<file path="config.mk">
export PLATFORM = sky130hd
export DESIGN_NAME = lbf_tag_cmp
export DESIGN_NICKNAME = d
export VERILOG_FILES = /design/src/rtl/lbf_pkg.sv /design/src/rtl/lbf_tag_cmp.sv
export SDC_FILE = /design/constraint.sdc
export NUM_CORES = 1
export LEC_CHECK = 0
export BUFFER_PORTS_ARGS = -buffer_cell sky130_fd_sc_hd__buf_2
export CAP_MARGIN = 20
export CORE_UTILIZATION = 40
export DETAILED_ROUTE_END_ITERATION = 7
export PLACE_DENSITY_LB_ADDON = 0.05
export SLEW_MARGIN = 5
export SYNTH_ARGS = -nofsm -noshare
export SYNTH_HDL_FRONTEND = slang
export SYNTH_SLANG_ARGS = --single-unit
export TNS_END_PERCENT = 1
</file>
<file path="constraint.sdc">
create_clock -name vclk -period 13.4
set_input_delay 1.34 -clock vclk [all_inputs]
set_output_delay 1.34 -clock vclk [all_outputs]
set_load 0.01 [all_outputs]
</file>
<file path="src/rtl/lbf_pkg.sv">
package lbf_pkg;

	// One accepted input item.
	typedef struct packed {
		logic [7:0] text_byte;
		logic       is_final;
	} lbf_in_t;

	// One result item.
	typedef struct packed {
		logic [7:0] out_byte;
		logic       run_last;
		logic       line_overflowed;
	} lbf_out_t;

	// Special byte values.
	localparam logic [7:0] CH_NL    = 8'h0A;
	localparam logic [7:0] CH_TAB   = 8'h09;
	localparam logic [7:0] CH_CR    = 8'h0D;
	localparam logic [7:0] CH_SPACE = 8'h20;
	localparam logic [7:0] CH_SLASH = 8'h2F;

	// Tag lengths and the width of an index into a tag.
	localparam int OPEN_LEN  = 29;
	localparam int CLOSE_LEN = 30;
	localparam int TAG_KW    = 5;

	// Open tag, byte by byte. The close tag is the same with a slash after the '<'.
	localparam logic [7:0] OPEN_TAG [OPEN_LEN] = '{
		8'h3C, 8'h70, 8'h68, 8'h6F, 8'h74, 8'h6F, 8'h73, 8'h68, 8'h6F, 8'h70,
		8'h3A, 8'h44, 8'h6F, 8'h63, 8'h75, 8'h6D, 8'h65, 8'h6E, 8'h74, 8'h41,
		8'h6E, 8'h63, 8'h65, 8'h73, 8'h74, 8'h6F, 8'h72, 8'h73, 8'h3E
	};

	// Returns byte k of the open tag or of the close tag.
	function automatic logic [7:0] tag_char(input logic is_close,
		input logic [TAG_KW-1:0] k);
		logic [TAG_KW-1:0] j;
		logic [7:0]        c;
		begin
			j = (is_close && (k != '0)) ? k - TAG_KW'(1) : k;
			if (is_close && (k == TAG_KW'(1))) begin
				c = CH_SLASH;
			end else if (32'(j) < OPEN_LEN) begin
				c = OPEN_TAG[j];
			end else begin
				c = 8'h00;
			end
			return c;
		end
	endfunction

endpackage

</file>
<file path="src/rtl/lbf_tag_cmp.sv">
module lbf_tag_cmp (
	input  logic                      is_close,
	input  logic [lbf_pkg::TAG_KW-1:0] k,
	input  logic [7:0]                data,
	output logic                      eq
);
	import lbf_pkg::*;

	// Shared compare unit: one buffered byte against one tag byte.
	assign eq = (data == tag_char(is_close, k));
endmodule

</file>
Word-level counts from Yosys, hierarchy flattened --
Memories as Yosys holds them, arrays and structs flattened. Cells that the tools add are included.
Cells by class: $add $sub $neg 1, $lt $le $gt $ge 2, equal/unequal tests 2, mux-type cells 5, bitwise operators 1, reductions and logical operators 3
Operator list (count):
- 8-bit 2-to-1 mux | 4
- 8-bit == test | 1
- 6-bit >= comparator (second input constant) | 1
- 5-bit NOT with 6-bit output | 1
- 5-bit by 1-bit == test with 1-bit output (second input constant) | 1
- 5-bit less-than comparator (second input constant) | 1
- 5-bit 2-to-1 mux | 1
- 5-bit nonzero test | 1
- 5-bit by 1-bit subtractor with 5-bit output (second input constant) | 1
- 1-bit logical AND | 2
Storage, ports and cells: flip-flop bits (word level) 0, bits in read-only memories 256, bits of input ports 14, output and inout bits 1, word-level logic and storage cells 15, memories 1
Memory list:
- (name not given) | depth 32, width 8, read ports 1, clocked after memory_dff 0, write ports 0, line lbf_pkg.sv:45 | c = OPEN_TAG[j];

Depth between registers and ports, before layout --
Gate-level depths: netlist (run 1).
word-level depth 10, mapped depth 15

Worst setup path after synthesis (run 1) --
No wires, ideal clock.
kind input-to-output, from input port k[0] in the netlist's numbering, to output port eq, arrival 5.280 ns, required time 12.060 ns, setup slack 6.780 ns, stages on the path 14, buffers on the path 1, path through clkbuf_1 inv_1 ha_1 nor4b_1 nand2b_1 xnor2_1 inv_1 ha_1 o311ai_0 o211a_2 a211oi_1 or4b_1 or4_1 a2111oi_2
Between the ends: longest elaborated chain between the ends 10, elaborated cells on any way between the ends 14, classes of those cells 1 x add/sub; 1 x order compare; 2 x eq/ne; 5 x mux; 1 x bitwise; 3 x reduce/logical; 1 x memory
RTL lines:
- start, declared | line lbf_tag_cmp.sv:3 | input logic [lbf_pkg::TAG_KW-1:0] k,
- branches (longest 8 deep; another with memory read 32 x 8 bit)
- 8-bit 2-to-1 mux * | line lbf_pkg.sv:42 | if (is_close && (k == TAG_KW'(1))) begin
- 8-bit == test * | line lbf_tag_cmp.sv:10 | assign eq = (data == tag_char(is_close, k));
- end, declared | line lbf_tag_cmp.sv:5 | output logic eq
Every way passes the cells marked *. The select of a mux whose other input is x is not followed.

Final worst setup path (run 1) --
Same ends and word-level chain as after synthesis.

==> results of run 1 <==
## cell families after synthesis
group | synth area share (%)
AOI/OAI and AO/OA | 42.36
and+or+nand+nor | 33.37
buffers and inverters | 7.235
adders and majority gates | 11.67
muxes | 3.734
xor gates and xnor gates | 1.634
## worst max-delay path by stage
| stage | startpoint | cells after the start | endpoint |
|---|---|---|---|
| finish | k[0] | 15 | eq |
| global route | k[0] | 15 | eq |
| CTS | k[0] | 15 | eq |
| detailed placement | k[0] | 15 | eq |
| global placement | k[0] | 15 | eq |
| floorplan | k[0] | 14 | eq |
## cells in the mapped netlist, types with 5 or more instances
cell and n:
inv_1 9, nor2_1 5, nand3_1 6, clkbuf_1 7, a21oi_1 13, o22ai_1 5
nor3_1 8, ha_1 10, o21ai_0 5, nand2_1 15, o211ai_1 5
## routing by layer
metal	part of all wire [%]	global-route usage, %	wire length [um]	vias to the layer above
li1	-	-	-	633
met1	47	32.67	1419	565
met2	47	35.19	1400	33
met3	4.6	0	137	4
met4	1.2	2.632	35	0
met5	0	0	0	-
## cell type report
type                       count  share of cell area (%)
timing repair buffer          15                   6.579
multi-input combinational    140                   87.17
tap                           30                   3.289
inverter                       9                   2.961
## where the power goes
part | switching (mW) | total [mW] | internal [mW]
sequential | 0 | 0 | 0
clock | 0 | 0 | 0
combinational | 0.0263 | 0.0442 | 0.0179
## per-stage QoR
stage	hold slack, ps	setup slack, ps	total power, mW	cells
after floorplan	2908	6780	0.03292	159
after global placement	3115	6507	0.04377	194
after detailed placement	3122	6402	0.04358	194
after CTS	3122	6385	0.04386	194
after global routing	3163	6025	0.04912	194
final	3116	6375	0.04425	194
==> summary.txt, run 1 <==
Outcome
  • Outcome: finished, final reports clean

Hold path
  • HP Class: in -> out
  • Worst hold start: data[7]
  • Hold EP: eq
  • Hold Crit Depth: 6

Global route
  • GR Overflow Total: 0
  • Vias in the first global route: 1016
  • GRT Total Usage: 21.78%
  • Initial antenna violation count: 0
  • Largest net degree at the start of global routing: 19
  • First-pass GRT wire length: 4712 um

Die
  • Number of I/O pins: 15
  • FP Rows: 18
  • Initial core utilization: 42.89%
  • Width of the die: 53.78 um
  • Die height: 53.78 um
  • Core Box Area: 2500 um^2
  • DIE AREA: 2892 um^2

Layout
  • Register Area: 0 um^2
  • Layout fillers: 263
  • ANT cells: 0
  • Clkbuf count: 0
  • Most frequent cells in the layout: nand2_1 (15), buf_2 (15), a21oi_1 (13), ha_1 (10), inv_1 (9)
  • Footprint of the multi-input gates: 994.7 um^2
  • Layout cells sized above 1: 14.63%
  • Fin util: 45.65%
  • Area Overhead vs Synth: 6.417%
  • Sequential cells: 0
  • Layout Nets: 190
  • Post-Layout Inst Area: 1141 um^2

Placement
  • GPL Wtd Cong: 0.8774
  • DP HPWL: 2364 um
  • Placed inst area: 1141 um^2
  • IO Port Bufs: 15

STA
  • Max frequency: 142.4 MHz
  • Worst slew margin: 50.65%
  • Final Hold Violating Endpoints: 0
  • Worst slew pin tran: 740.3 ps
  • RSZ-0062 raised after global routing: no
  • Fin. max-slew vios: 0
  • Fin Setup TNS: 0 ps
  • Period minus WS final: 7025 ps
  • Period utilization: 52.42%
  • Final setup viols: 0

Flow run
  • Max cap viols: 0

Worst setup path
  • CP Capture Type: primary output
  • Critical path arrival: 5680 ps
  • Largest delay share family, worst path: simple AND/OR/NAND/NOR gates
  • CP Launch Type: primary input
  • Crit-path max cell delay: 570 ps
  • Worst path required time: 12060 ps
  • Critical Path, Cell by Cell: buf_2 > inv_1 > ha_1 > nor4b_1 > nand2b_1 > xnor2_1 > inv_1 > ha_1 > o311ai_0 > o211a_2 > a211oi_1 > or4b_1 > or4_1 > a2111oi_2 > buf_2
  • CP max stage cell: xnor2_1
  • Crit path max fanout: 14
  • CP bufs+invs: 4
  • Worst setup path class: in -> out

Synthesis
  • Post-synth net total: 183
  • Synth unique cells: 53
  • Largest cells by area after synthesis: ha_1 (12%), a21oi_1 (6.1%), nand2_1 (5.3%), mux2i_1 (3.7%), nor3_1 (3.7%)
  • Synth warn: 0
  • Leading area contributor after synthesis: ha_1
  • Syn Area/Cell: 6.744 um^2
  • Syn Std Cell Area: 1072 um^2
  • Top-area cell type share of the netlist area: 11.67%
  • Mapped Cells: 159
  • Register area share after synthesis: 0%

Drt
  • Average wire per standard cell: 15.43 um
  • ANT nets after route: 0
  • Drt first pass iters: 4
  • Via-to-Cell Ratio: 6.366
  • Total Routed Length: 2993 um
  • Initial detailed-routing violation count: 61
  • DR vias: 1235
  • DRC: 0

Clock tree
  • CTS resizes: 0
  • CTS Hold Buffers Added: 0
  • Post-CTS Repair Setup Buffers: 0

Power and ir drop
  • Leakage: 0.4610 nW
  • Worst IR Drop VDD: 0.01700 mV
  • Pwr Density: 38.78 nW/um^2
(Power assumes the default switching activity.)
==> run 2, diff against run 1 <==
- ABC_AREA: unset -> 1
- clock period: 13.4 -> 6 ns (I/O delays scaled with it)
==> run 2 against run 1 <==
  * Die area is 6.2% lower
  * Routed wire length shrank 19%
  * Cell count increased by 21%
  * Synthesized area down 6.4%
  * Global-route usage shrank 2.4 points
  * Critical endpoint unchanged
  * Setup slack got worse by 4000 ps
  * Final area is 5.8% lower
==> summary.txt, run 2 <==
Synthesis
  • Top-area cell type share of the netlist area: 28.43%
  • Largest cells by area after synthesis: nand2_1 (28%), nand3_1 (15%), ha_1 (12%), inv_1 (12%), nand2_4 (5.6%)
  • Syn Area/Cell: 5.146 um^2
  • Top cells by count, synth: nand2_1 (76), inv_1 (31), nand3_1 (30)
  • Synth warn: 0
  • Synth unique cells: 18
  • Register area share after synthesis: 0%
  • Count leader, synth: nand2_1
  • Post-synth net total: 219
  • Mapped Cells: 195
  • Leading area contributor after synthesis: nand2_1
  • Syn Std Cell Area: 1003 um^2

Global route
  • GRT Total Usage: 19.38%
  • GR Overflow Total: 0
  • First-pass GRT wire length: 4119 um
  • Largest net degree at the start of global routing: 19
  • Initial antenna violation count: 0
  • Vias in the first global route: 991

Layout
  • Layout Nets: 232
  • Layout cells sized above 1: 16.02%
  • Commonest non-fill, non-tap cell in the layout: nand2_1
  • ANT cells: 0
  • Post-Layout Inst Area: 1075 um^2
  • Sequential cells: 0
  • Footprint of the multi-input gates: 840.8 um^2
  • Finished Layout Cells: 234
  • Register Area: 0 um^2
  • Area Overhead vs Synth: 7.107%
  • Most frequent cells in the layout: nand2_1 (76), inv_1 (31), nand3_1 (30), buf_2 (15), nor2_1 (12)
  • Layout fillers: 265
  • Clkbuf count: 0

Clock tree
  • CTS resizes: 0
  • CTS Hold Buffers Added: 0
  • Post-CTS Repair Setup Buffers: 0

Die
  • DIE AREA: 2713 um^2
  • Core Box Area: 2297 um^2
  • Initial core utilization: 43.68%
  • Die height: 52.09 um
  • Width of the die: 52.09 um
  • Number of I/O pins: 15
  • FP Rows: 17

Drt
  • Via-to-Cell Ratio: 4.868
  • DR vias: 1139
  • ANT nets after route: 0
  • Initial detailed-routing violation count: 30
  • Drt first pass iters: 4
  • Average wire per standard cell: 10.35 um
  • DRC: 0
  • Total Routed Length: 2423 um

Power and ir drop
  • P_sw: 0.06217 mW
  • Worst IR Drop VDD: 0.03645 mV
  • PnR Total Power: 0.09576 mW
  • Internal power: 0.03359 mW
  • Pwr Density: 89.10 nW/um^2
  • Sequential power share: 0%
  • Clock share of power: 0%
  • Leakage: 0.7127 nW
  • Sw Share: 64.92%
  • Gate power share: 100.0%

STA
  • Period utilization: 59.84%
  • Final Hold Violating Endpoints: 0
  • Period minus WS final: 3591 ps
  • Fin. max-slew vios: 0
  • Max frequency: 278.5 MHz
  • Worst slew margin: 70.72%
  • Worst slew pin tran: 437.9 ps
  • Fin Setup TNS: 0 ps
  • RSZ-0062 raised after global routing: no
  • Final setup viols: 0

Worst setup path
  • Worst path required time: 5400 ps
  • Crit path max fanout: 5
  • Worst setup path class: in -> out
  • Largest delay share family, worst path: simple AND/OR/NAND/NOR gates
  • CP Capture Type: primary output
  • Cell mode on critical path: nand2_1
  • Critical Path, Cell by Cell: buf_2 > inv_1 > ha_1 > inv_1 > nor2_4 > nand2_4 > nand2_4 > nand2_1 > nand2_1 > inv_1 > ha_1 > nand2_1 > nand2_1 > inv_1 > nand2_1 > nand3_1 > nand3_1 > nand2_1 > nand2_1 > nor2_1 > nand3_1 > nor2_1 > buf_2
  • CP max stage cell: ha_1
  • CP Launch Type: primary input
  • CP bufs+invs: 6
  • Crit-path max cell delay: 280 ps
  • Critical path arrival: 2990 ps

Placement
  • GPL Wtd Cong: 0.8827
  • IO Port Bufs: 15
  • Placed Cells: 234
  • Placed inst area: 1075 um^2
  • DP HPWL: 2060 um

Outcome
  • Outcome: finished, final reports clean

Hold path
  • Hold EP: eq
  • Hold Crit Depth: 5
  • Worst hold start: data[2]
  • HP Class: in -> out

Flow run
  • Max cap viols: 0
[run 2: changes by cell type in the layout (fill, tap and decap cells not counted), moves of 7 or more]
cell and delta:
inv_1 +22, nor2_1 +7, a21oi_1 -8, nand3_1 +24, nor3_1 -8, nand2_1 +61
[run 2: kinds of logic after synthesis]
group                      Yosys count  share of synthesized area [%]
AOI/OAI and AO/OA                    8                          4.239
adders and majority gates           10                          12.47
buffers and inverters               37                          16.21
and+or+nand+nor                    140                          67.08
[run 2: per-layer routing]
| metal | routed length (um) | track usage, % |
|---|---|---|
| met1 | 1306 | 28.01 |
| met2 | 1075 | 33.76 |
| met3 | 41 | 0 |
| met4 | 0 | 0 |
| met5 | 0 | 0 |
[run 2: layout make-up]
class	count	share of cell area, %
multi-input cells	158	78.23
inverters	33	11.53
repair buffers	15	6.985
well taps	28	3.260
[run 2: tightest hold or removal path: stages]
cell	delay, ps
buf_2	90
nand3_1	70
nand4_1	90
nor2_1	40
buf_2	120
[run 2: per-stage QoR]
| step | hold WS (ps) | utilization, % | worst slack [ps] |
|---|---|---|---|
| after global placement | 1606 | 46.79 | 2453 |
| after CTS | 1605 | 46.79 | 2393 |
| after floorplan | 1388 | - | 2865 |
| after detailed placement | 1603 | 46.79 | 2396 |
| final | 1605 | 46.79 | 2409 |
| after global routing | 1641 | 46.79 | 2117 |
[run 2: how the worst max path moves through the flow]
| stage | from | endpoint | slack (ps) | depth (start not counted) |
|---|---|---|---|---|
| after CTS | k[0] | eq | 2390 | 23 |
| after floorplan | k[0] | eq | 2870 | 19 |
| after global routing | k[0] | eq | 2120 | 23 |
| after detailed placement | k[0] | eq | 2400 | 23 |
| after global placement | k[0] | eq | 2450 | 21 |
| final | k[0] | eq | 2410 | 23 |
[run 2: power groups by stage]
stage	Clock, mW	Combinational, mW	Sequential [mW]
2_1_floorplan	0	0.0760	0
3_3_place_gp	0	0.0952	0
3_5_place_dp	0	0.0952	0
4_1_cts	0	0.0956	0
5_1_grt	0	0.109	0
6_report	0	0.0958	0
