$ cat src/rtl/lbf_ram.sv
module lbf_ram #(
	parameter int WIDTH = 8,
	parameter int DEPTH = 64
) (
	input  logic                     clk,
	input  logic                     we,
	input  logic [$clog2(DEPTH)-1:0] waddr,
	input  logic [WIDTH-1:0]         wdata,
	input  logic [$clog2(DEPTH)-1:0] raddr,
	output logic [WIDTH-1:0]         rdata
);
	logic [WIDTH-1:0] mem [DEPTH];

	// One write port, one read port with registered data.
	always_ff @(posedge clk) begin
		if (we) begin
			mem[waddr] <= wdata;
		end
		rdata <= mem[raddr];
	end
endmodule

$ cat config.mk
export PLATFORM = sky130hd
export DESIGN_NAME = lbf_ram
export DESIGN_NICKNAME = d
export VERILOG_FILES = /design/src/rtl/lbf_ram.sv
export SDC_FILE = /design/constraint.sdc
export NUM_CORES = 1
export LEC_CHECK = 0
export BUFFER_PORTS_ARGS = -buffer_cell sky130_fd_sc_hd__buf_2
export CAP_MARGIN = 25
export CORE_ASPECT_RATIO = 0.8
export CORE_MARGIN = 1.5
export CORE_UTILIZATION = 56
export DETAILED_ROUTE_END_ITERATION = 7
export MAX_ROUTING_LAYER = met4
export PLACE_DENSITY = 0.72
export SYNTH_ARGS = -nofsm -noshare
export SYNTH_HDL_FRONTEND = slang
export SYNTH_SLANG_ARGS = --single-unit
$ cat constraint.sdc
create_clock -name clk -period 5.49 [get_ports clk]
set_input_delay 1.098 -clock clk [delete_from_list [all_inputs] [get_ports clk]]
set_output_delay 1.098 -clock clk [all_outputs]
set_load 0.02 [all_outputs]
# Word level (Yosys, flattened, before mapping)
# Memory sizes are Yosys's and may differ from the RTL's. A register that Yosys moved wholly into a read port is not among the register bits.
# Cells that the tools add are included.
dict set report word_totals {
  ff_bits 0
  wordCells 3
  ramBits 512
  output_inout_bits 8
  memories 1
  inputBits 22
}
# memory words word_bits rd rd_ports_with_merged_regs write_ports line
set memory_table {}
lappend memory_table {mem 64 8 1 1 1 12} ;# logic [WIDTH-1:0] mem [DEPTH];
dict set report classes {
  n_mux 2
}
# op n
set ops {}
lappend ops {{1-bit 2-to-1 mux} 2}

# Depth between registers and ports, before layout
# Gate-level depths: netlist of the first run.
dict set report depth {
  depth_word 2
  depth_mapped 9
  depth_no_buf 5
}

# Worst setup path after synthesis of the first run
# Ideal clock, no wire load.
dict set report synth_path {
  path_type {input to register}
  startpoint {input port raddr[1]}
  endpoint {register rdata[3], read port of mem}
  t_arrival_ps 2638
  t_required_ps 5362
  path_buffers 3
  path_slack_ps 2724
  setup_ps 128
  stages 7
  cell_sequence {buf_4 > buf_2 > buf_2 > mux4_2 > mux4_2 > o21ai_1 > o41ai_1}
}
# element line
set synth_rtl {}
lappend synth_rtl {{from (decl)} 9} ;# input logic [$clog2(DEPTH)-1:0] raddr,
lappend synth_rtl {{to (decl)} 10} ;# output logic [WIDTH-1:0] rdata

==> qor.yml, run 1 <==
cells_and_area:
  finalNonFillerCells: 1497
  fillers: 2299
  final_nets: 1009
  syn2layout_area_growth_pct: 11.33
  multi_input_area_sq_mm: 0.004325
  drive_gt1_share_pct: 25.59
  seq_area_sq_mm: 0.01553
sta:
  finalSetupTns_ns: 0
  finClkSkew_ns: 0.01816
  relSlewSlack_pct: 30.43
  worst_slew_pin_slew_ns: 1.040
  min_period_ns: 3.143
  rsz0062_at_grt: "false"
  finalMaxSlewViolations: 0
  finalHoldViolCount: 0
  period_share_pct: 57.25
  setup_viol: 0
  max_freq_mhz: 318.1
yosys:
  synthCells: 940
  yosys_warnings: 0
  yosysMostFrequentCell: "edfxtp_1"
  synth_cell_types: 40
  synth_area_sq_mm: 0.02017
  syn_nets: 962
  seq_area_frac_synth_pct: 77.03
  ys.flop_type: "edfxtp_1"
  async_flop_share_pct: 0
  yosysTopAreaCell: "edfxtp_1"
  ys_ff_latch: 520
  synth_commonest_cells: "edfxtp_1 (512), mux4_2 (126), nor2_1 (83)"
  syn_avg_cell_area_sq_um: 21.45
  synth_top_area_share_pct: 76.24
  yosys-top-cells-area: "edfxtp_1 (76%), mux4_2 (14%), nor2_1 (1.5%)"
  synth_edf_count: 512
clock_network:
  hold_buffers: 0
  clock-sinks: 520
  cts.repair.resized: 0
  cts_made_buffers: 48
  clkLatencyLatePin_ns: 0.56
  clkTransAtPathRegs_ns: 0.07
  cts-root-buf: "clkbuf_16"
  clk_path_buf_depth: 3
  post-cts-setup-buffer-count: 0
  htreeDepth: 2
  cts_tree: "built"
setup_path:
  crit_path_max_fanout: 70
  cp.arrival_ns: 3.57
  cp-start-kind: "primary input"
  setup.worst_path.end_class: "flip-flop"
  cp.required_ns: 5.92
  crit_type: "primary input to flip-flop"
drt:
  wire_per_inst_um: 28.97
  wl_met2_mm: 20.00
  top_layer: "met4"
  final_antenna_net_count: 0
  wl_met3_mm: 4.128
  wl_mm: 43.37
  num_vias: 9555
  m1WireLength_mm: 18.12
  avgViaCountPerCell: 6.383
  drcViolationCount: 0
  drt_pre_antenna_iters: 5
  dr.first_iter.drc_count: 1178
grt:
  grt_pass1_wl_mm: 64.45
  grt_max_degree: 71
  antenna_found_initial: 1
  overflow: 0
  grt_usage_pct: 24.68
  grt_pass1_vias: 9605
floorplanning:
  initial_core_util_pct: 57.44
  rows: 61
  dieArea_sq_mm: 0.03717
  die_h_um: 172.7
  ios: 30
  coreArea_sq_mm: 0.03511
  die_w_um: 215.2
power_and_ir_drop:
  p_sw_share_pct: 20.43
  p_per_area_mw_per_mm2: 367.2
  irDropWorstVdd_v: 0.0002578
  p_comb_share_pct: 5.0
  p_seq_share_pct: 53.4
  p_int_uw: 6560
  switchingPower_uw: 1685
  p_leak_uw: 0.006989
  clockPowerShare_pct: 41.6
run:
  drv_cap: 0
placed_design:
  gp_congestion: 0.8249
  io_buffers: 29
  place_inst: 1406
  dp_hpwl_mm: 25.43
outcome:
  status: "complete, no violations"
hold_path:
  hp-class: "flip-flop to flip-flop"
==> power by group through the flow <==
stage | Sequential [uW] | Combinational [uW] | Clock (uW)
finish | 4400 | 411 | 3430
global route | 4400 | 439 | 3620
CTS | 4400 | 407 | 3460
detailed placement | 4490 | 406 | 0
global placement | 4490 | 395 | 0
floorplan | 4490 | 234 | 0
==> per-layer routing <==
metal | vias to the layer above | track usage, %
li1 | 4024 | -
met1 | 4965 | 36.36
met2 | 485 | 35.32
met3 | 81 | 5.594
met4 | 0 | 6.702
met5 | - | -
==> per-stage QoR <==
stage                     area, sq um  hold slack (ns)  utilization, %  setup WS, ns  total power, uW
after floorplan                 20170           0.7183               -         2.724             4729
after detailed placement        20770           0.8107           59.15         1.719             4896
after global placement          20730           0.7942           59.04         1.741             4885
final                           22450           0.8366           63.95         2.347             8245
after global routing            22450           0.8639           63.95         2.156             8464
after CTS                       22370           0.8297           63.73         2.300             8273
==> critical path: stages <==
cell and delay (ns):
clkbuf_8 0.65, buf_12 0.38, mux4_2 0.55, mux2_2 0.28
o22ai_1 0.13, nand2_1 0.20, o2bb2ai_1 0.23
==> cell type report <==
type                       instances  area share [%]
tap                              472           2.630
clock inverter                    28           1.527
timing repair buffer              48           1.744
sequential                       520           69.19
clock buffer                      59           5.629
antenna                            1         0.01115
multi-input combinational        369           19.27
==> registers in the layout (all words and copies together) (netlist names) <==
register	flops
mem	512
rdata	8
==> placed cells by master (no fill, tap or decap), types with 3 or more instances in the layout <==
cell	n
edfxtp_1	512
mux4_2	126
nor2_1	83
clkbuf_16	49
buf_2	26
mux2i_1	23
nand2_1	19
buf_4	15
nor2b_1	14
mux2_2	13
nand3_1	13
clkinv_2	11
clkbuf_1	10
o221ai_1	8
o22ai_1	8
bufinv_16	8
dfxtp_1	8
nand2b_1	7
a221oi_1	6
clkinv_1	6
nor3_1	5
a211oi_1	4
buf_12	4
nand3b_1	3
a21oi_1	3
a22oi_1	3
o2111ai_1	3
o2bb2ai_1	3
==> cells by family (layout without fill, tap and decap cells) <==
logic type      after synthesis  count (layout)  share of synthesized area (%)
compound gates               54              54                          2.072
buf+inv                      51             135                          1.570
flops                       520             520                          77.03
mux                         162             162                          15.94
other cells                   0               1                              0
simple gates                153             153                          3.387
==> worst paths after layout <==
kind | end | slack (ns) | cells after the start | start
worst max-delay path | rdata[2] | 2.35 | 7 | raddr[0]
worst min-delay path | rdata[4] | 0.84 | 3 | mem[30][4]
worst max register to register | rdata[4] | 3.39 | 5 | mem[28][4]
worst min register to register | rdata[4] | 0.84 | 3 | mem[30][4]
Power figures use the tool's default switching activity.
==> inputs of run 2 (changes only) <==
- clock period: 5.49 -> 2.9 ns (I/O delays scaled with it)
==> run 2 against run 1 <==
Against the previous run:
- core utilization is 1.6 points higher
- cell count rose by 6.0%
- non-clock buffer count grew 90
- combinational power up 96%
- highest routed layer unchanged
- largest cell class unchanged
- clock skew down 0.0023 ns
==> qor.yml, run 2 (synthesized netlist as in run 1, its figures left out) <==
sta:
  min_period_ns: 2.180
  rsz0062_at_grt: "false"
  finClkSkew_ns: 0.01587  # -0.002289 ns
  finalMaxSlewViolations: 0  # unchanged
  worst_slew_pin_slew_ns: 0.8301  # -0.2096 ns
  period_share_pct: 75.16
  finalSetupTns_ns: 0  # unchanged
  relSlewSlack_pct: 44.66  # +14 points
  max_freq_mhz: 458.8
  setup_viol: 0  # unchanged
  finalHoldViolCount: 0  # unchanged
setup_path:
  cp.depth: 6  # -1
  cp_slowest_cell: "mux4_2"
  cp_common_cell: "mux4_2"
  cp_top_family: "multiplexers"
  slowest_delay_ns: 0.54  # -0.11 ns
  setup.worst_path.end_class: "flip-flop"
  cp.arrival_ns: 2.61  # -0.96 ns
  crit_type: "primary input to flip-flop"
  path_cells: "clkbuf_8, buf_4, mux4_2, mux4_2, o21ai_0, nand2_1"
  cp.required_ns: 3.33  # -2.59 ns
  cp-start-kind: "primary input"
  reg2regPathDepth: 5  # unchanged
  r2r_start: "mem[21][6]"
  path_buf_inv: 2  # unchanged
  crit_path_max_fanout: 25  # -64%
  cp-startpoint: "raddr[0]"
cells_and_area:
  final_cell_mix: "edfxtp_1 (512), mux4_2 (126), buf_4 (104)"
  fin_util_pct: 65.51  # +1.6 points
  largest_register_ffs: 512  # unchanged
  top_regs: "mem: 512 flops, rdata: 8 flops"
  layout_commonest_cell: "edfxtp_1"
  regMostFlops: "mem"
  syn2layout_area_growth_pct: 14.05
  drive_gt1_share_pct: 31.42  # +5.8 points
  final_nets: 1099  # +8.9%
clock_network:
  clock-sinks: 520  # unchanged
  clkLatencyLatePin_ns: 0.56  # about the same
  hold_buffers: 0  # unchanged
  post-cts-setup-buffer-count: 0  # unchanged
  htreeDepth: 2  # unchanged
  clk_path_buf_depth: 3  # unchanged
  clkTransAtPathRegs_ns: 0.07  # about the same
  cts.repair.resized: 0  # unchanged
  cts_made_buffers: 48  # unchanged
  cts-root-buf: "clkbuf_16"
  cts_tree: "built"
placed_design:
  gp_congestion: 0.8279  # +0.36%
  io_buffers: 29  # unchanged
  dp_hpwl_mm: 27.69  # +8.9%
grt:
  use_met2_pct: 36.63  # +1.3 points
  grt_pass1_vias: 10130  # +5.5%
  antenna_found_initial: 1  # unchanged
  grt_usage_pct: 25.30  # +0.61 points
  grt_pass1_wl_mm: 66.24  # +2.8%
  top_usage_layer: "met1"
  overflow: 0  # unchanged
  grt_max_degree: 65  # -8.5%
  grt_use_met3_pct: 5.893  # +0.30 points
  use_met1_pct: 37.03  # +0.68 points
floorplanning:
  initial_core_util_pct: 57.44  # unchanged
  coreArea_sq_mm: 0.03511  # unchanged
  dieArea_sq_mm: 0.03717  # unchanged
  die_h_um: 172.7  # unchanged
  rows: 61  # unchanged
  die_w_um: 215.2  # unchanged
  ios: 30  # unchanged
outcome:
  status: "complete, no violations"
run:
  drv_cap: 0  # unchanged
drt:
  drcViolationCount: 0  # unchanged
  wire_per_inst_um: 27.68  # -4.4%
  drt_pre_antenna_iters: 5  # unchanged
  final_antenna_net_count: 0  # unchanged
  num_vias: 9952  # +4.2%
  avgViaCountPerCell: 6.271  # -1.8%
  dr.first_iter.drc_count: 1165  # -1.1%
  wl_mm: 43.94  # +1.3%
hold_path:
  holdPathStages: 3  # unchanged
  worstHoldStart: "raddr[5]"
  hp-class: "primary input to flip-flop"
power_and_ir_drop:
  report.power.total_uw: 15180  # +84%
  irDropWorstVdd_v: 0.0005478  # +110%
  p_leak_uw: 0.007417  # +6.1%
  p_per_area_mw_per_mm2: 659.9  # +80%
## run 2: changes by cell type in the layout (fill, tap and decap cells not counted)
cell | previous run | this run
buf_4 | 15 | 104
bufinv_16 | 8 | 3
clkinv_2 | 11 | 16
buf_12 | 4 | 7
buf_16 | 2 | 0
clkbuf_1 | 10 | 8
clkbuf_8 | 1 | 3
clkinv_1 | 6 | 8
clkinv_4 | 2 | 0
nor3_1 | 5 | 7
nor3_2 | 2 | 0
## run 2: where the power goes
part | internal [uW] | switching, uW | total, uW
logic | 318 | 488 | 806
registers | 8320 | 24.7 | 8340
clock network | 3400 | 2630 | 6030
total | 12000 | 3140 | 15200
## run 2: area by class of cell
class | count | area (sq um)
Clock inverter | 28 | 207.7
Multi-Input combinational cell | 369 | 4315
Clock buffer | 59 | 1284
Fill cell | 2339 | 12110
Antenna cell | 1 | 2.502
Timing Repair Buffer | 138 | 1065
Sequential cell | 520 | 15530
Tap cell | 472 | 590.6
## run 2: per-stage QoR
| stage | instance area (sq um) | hold slack [ns] | worst slack [ns] | cells |
|---|---|---|---|---|
| after floorplan | 20170 | 0.6789 | 0.6523 | 940 |
| after global placement | 21510 | 0.8136 | 0.1197 | 1499 |
| after detailed placement | 21510 | 0.8299 | 0.1175 | 1499 |
| after CTS | 23000 | 0.4174 | 0.7020 | 1586 |
| after global routing | 23000 | 0.4620 | 0.6188 | 1587 |
| final | 23000 | 0.4655 | 0.7204 | 1587 |
## run 2: worst min-delay path, delay by kind of cell
| kind | cells | cell delay, ns |
|---|---|---|
| compound gates | 1 | 0.06 |
| buf+inv | 1 | 0.22 |
| simple gates | 1 | 0.11 |
## run 2: final timing paths
check                  end  slack, ns
setup / recovery  rdata[7]       0.72
hold / removal    rdata[4]       0.47
setup reg to reg  rdata[6]       0.81
hold reg to reg   rdata[4]       0.83
## run 2: per-layer routing
metal / part of all wire [%] / vias up
li1: - / 4197
met1: 42 / 5175
met2: 46 / 517
met3: 10 / 63
met4: 2.2 / 0
met5: 0 / -
==> inputs of run 3 (changes only) <==
- ABC_AREA: default -> 1
- PLACE_DENSITY: 0.72 -> 0.75
- clock period: 2.9 -> 1.8 ns (I/O delays scaled with it)
==> run 3 against run 2 <==
Against the previous run:
- sequential power increased by 62%
- clock-buffer cell count increased by 3
- worst hold slack got worse by 0.26 ns
- non-clock buffer count increased by 40
- die area increased by 5.7%
- first-iteration DRC count increased by 74%
- combinational power increased by 120%
- core utilization decreased by 0.29 points
- global-route usage increased by 3.2 points
- critical path type is now flip-flop to output port
==> qor.yml, run 3 <==
outcome:
  status: "complete, no violations"
sta:
  finalMaxSlewViolations: 0  # unchanged
  worst_slew_pin_slew_ns: 0.8215  # -0.008611 ns
  finClkSkew_ns: 0.01318  # -0.002692 ns
  finalHoldViolCount: 0  # unchanged
  setup_viol: 0  # unchanged
  whs_ns: 0.2014  # -0.2640 ns
  relSlewSlack_pct: 45.23  # +0.57 points
  max_freq_mhz: 609.7
  rsz0062_at_grt: "false"
  min_period_ns: 1.640
  period_share_pct: 91.12
cells_and_area:
  layout_commonest_cell: "nand2_1"
  largest_register_ffs: 512  # unchanged
  regMostFlops: "mem"
  fillers: 2640  # +13%
  top_regs: "mem: 512 flops, rdata: 8 flops"
  drive_gt1_share_pct: 12.58  # -19 points
  final_area_sq_mm: 0.02432  # +5.7%
  syn2layout_area_growth_pct: 13.96  # about the same
  final_nets: 1942  # +77%
  final_cell_mix: "nand2_1 (648), edfxtp_1 (512), nand3_1 (439)"
power_and_ir_drop:
  irDropWorstVdd_v: 0.0007885  # +44%
  p_leak_uw: 0.008965  # +21%
  report.power.total_uw: 24850  # +64%
  p_per_area_mw_per_mm2: 1022  # +55%
grt:
  antenna_found_initial: 3  # +2
  grt_usage_pct: 28.49  # +3.2 points
  grt_pass1_wl_mm: 81.54  # +23%
  grt_pass1_vias: 13920  # +37%
  grt_max_degree: 65  # unchanged
  overflow: 0  # unchanged
floorplanning:
  initial_core_util_pct: 57.23  # -0.21 points
  die_w_um: 221.2  # +2.8%
  die_h_um: 177.6  # +2.8%
  ios: 30  # unchanged
  rows: 63  # +3.3%
  coreArea_sq_mm: 0.03728  # +6.2%
  dieArea_sq_mm: 0.03929  # +5.7%
clock_network:
  clkLatencyLatePin_ns: 0.57  # about the same
  htreeDepth: 2  # unchanged
  post-cts-setup-buffer-count: 0  # unchanged
  clock-sinks: 520  # unchanged
  cts_made_buffers: 48  # unchanged
  clkTransAtPathRegs_ns: 0.06  # about the same
  cts.repair.resized: 0  # unchanged
  hold_buffers: 0  # unchanged
  cts_tree: "built"
  cts-root-buf: "clkbuf_16"
  clk_path_buf_depth: 3  # unchanged
drt:
  final_antenna_net_count: 0  # unchanged
  wl_mm: 52.89  # +20%
  drcViolationCount: 0  # unchanged
  avgViaCountPerCell: 5.990  # -4.5%
  num_vias: 14650  # +47%
  wire_per_inst_um: 21.63  # -22%
  dr.first_iter.drc_count: 2028  # +74%
  drt_pre_antenna_iters: 5  # unchanged
yosys:
  synth_top_area_share_pct: 72.05  # -4.2 points
  yosysTopAreaCell: "edfxtp_1"
  synth_area_sq_mm: 0.02134  # +5.8%
  yosys-top-cells-area: "edfxtp_1 (72%), nand2_1 (11%), nand3_1 (10%)"
  syn_avg_cell_area_sq_um: 11.82  # -45%
  synth_cell_types: 16  # -60%
  seq_area_frac_synth_pct: 72.80  # -4.2 points
  yosys_warnings: 0  # unchanged
  synthCells: 1805  # +92%
  syn_nets: 1827  # +90%
  async_flop_share_pct: 0  # unchanged
  yosysMostFrequentCell: "nand2_1"
  synth_edf_count: 512  # unchanged
  ys.flop_type: "edfxtp_1"
  ys_ff_latch: 520  # unchanged
  synth_commonest_cells: "nand2_1 (648), edfxtp_1 (512), nand3_1 (439)"
setup_path:
  cp_top_family: "flip-flops"
  path_cells: "buf_2"
  setup.worst_path.end_class: "output port"
  crit_type: "flip-flop to output port"
  reg2regPathDepth: 8  # +3
  crit_path_max_fanout: 1  # -96%
  cp-start-kind: "flip-flop"
  cp_slowest_cell: "dfxtp_1"
  path_buf_inv: 1  # -1
  cp.arrival_ns: 1.28  # -1.33 ns
  cp.depth: 1  # -5
  cp.required_ns: 1.44  # -1.89 ns
  slowest_delay_ns: 0.48  # -0.06 ns
placed_design:
  placed_area_sq_mm: 0.02286  # +6.3%
  gp_congestion: 0.9152  # +11%
  dp_hpwl_mm: 32.98  # +19%
  io_buffers: 29  # unchanged
run:
  drv_cap: 0  # unchanged
hold_path:
  holdPathStages: 3  # unchanged
  hp-class: "primary input to flip-flop"
==> run 3: changes by cell type in the layout (fill, tap and decap cells not counted), sizes merged, moves of 12 or more <==
cell / before / now
nand3: 13 / 439
mux2i: 23 / 0
mux4: 126 / 0
nor2b: 14 / 0
nand2: 19 / 648
mux2: 13 / 0
nor2: 83 / 56
inv: 0 / 12
buf: 137 / 178
==> run 3: area by class of cell <==
cell class,instances,area (sq um),area share [%]
clock buffer,62,1275,5.243
antenna,3,7.507,0.03087
tap,487,609.3,2.506
inverter,12,52.55,0.2161
multi-input combinational,1160,5005,20.58
sequential,520,15530,63.88
timing repair buffer,178,1660,6.828
clock inverter,23,173.9,0.7152
==> run 3: stage by stage <==
stage	setup TNS [ns]	utilization, %	std cells	setup WS [ns]
CTS	0	65.20	2442	0.1727
detailed placement	-0.4579	61.32	2357	-0.1352
global placement	-0.3364	61.32	2357	-0.08996
finish	0	65.22	2445	0.1598
global route	0	65.22	2445	0.1359
floorplan	-35.43	-	1805	-0.1531
==> run 3: final timing paths <==
path                    to  slack [ns]       start
setup reg to reg  rdata[2]        0.42  mem[19][2]
setup / recovery  rdata[4]        0.16    rdata[4]
hold / removal    rdata[6]        0.20    raddr[5]
hold reg to reg   rdata[7]        0.83  mem[46][7]
==> run 3: cell families (layout without fill, tap and decap cells) <==
kind of cell           Yosys count  count (layout)  synth area share, %
AND/OR/NAND/NOR               1160            1160                23.18
flip-flops                     520             520                72.80
other                            0               3                    0
buffers and inverters          125             275                4.022
==> run 3: power breakdown <==
group / internal (uW) / total (uW) / leakage [uW] / switching, uW
combinational: 532 / 1770 / 0.00359 / 1240
sequential: 13400 / 13500 / 0.00467 / 56.8
clock: 5390 / 9620 / 0.000701 / 4230
==> run 3: layer usage <==
layer / vias to the layer above / GRT usage (%) / part of all wire (%)
met5: - / - / 0
met3: 114 / 5.447 / 12
met1: 7043 / 40.63 / 41
li1: 6575 / - / -
met4: 0 / 8.218 / 2.5
met2: 914 / 42.18 / 45
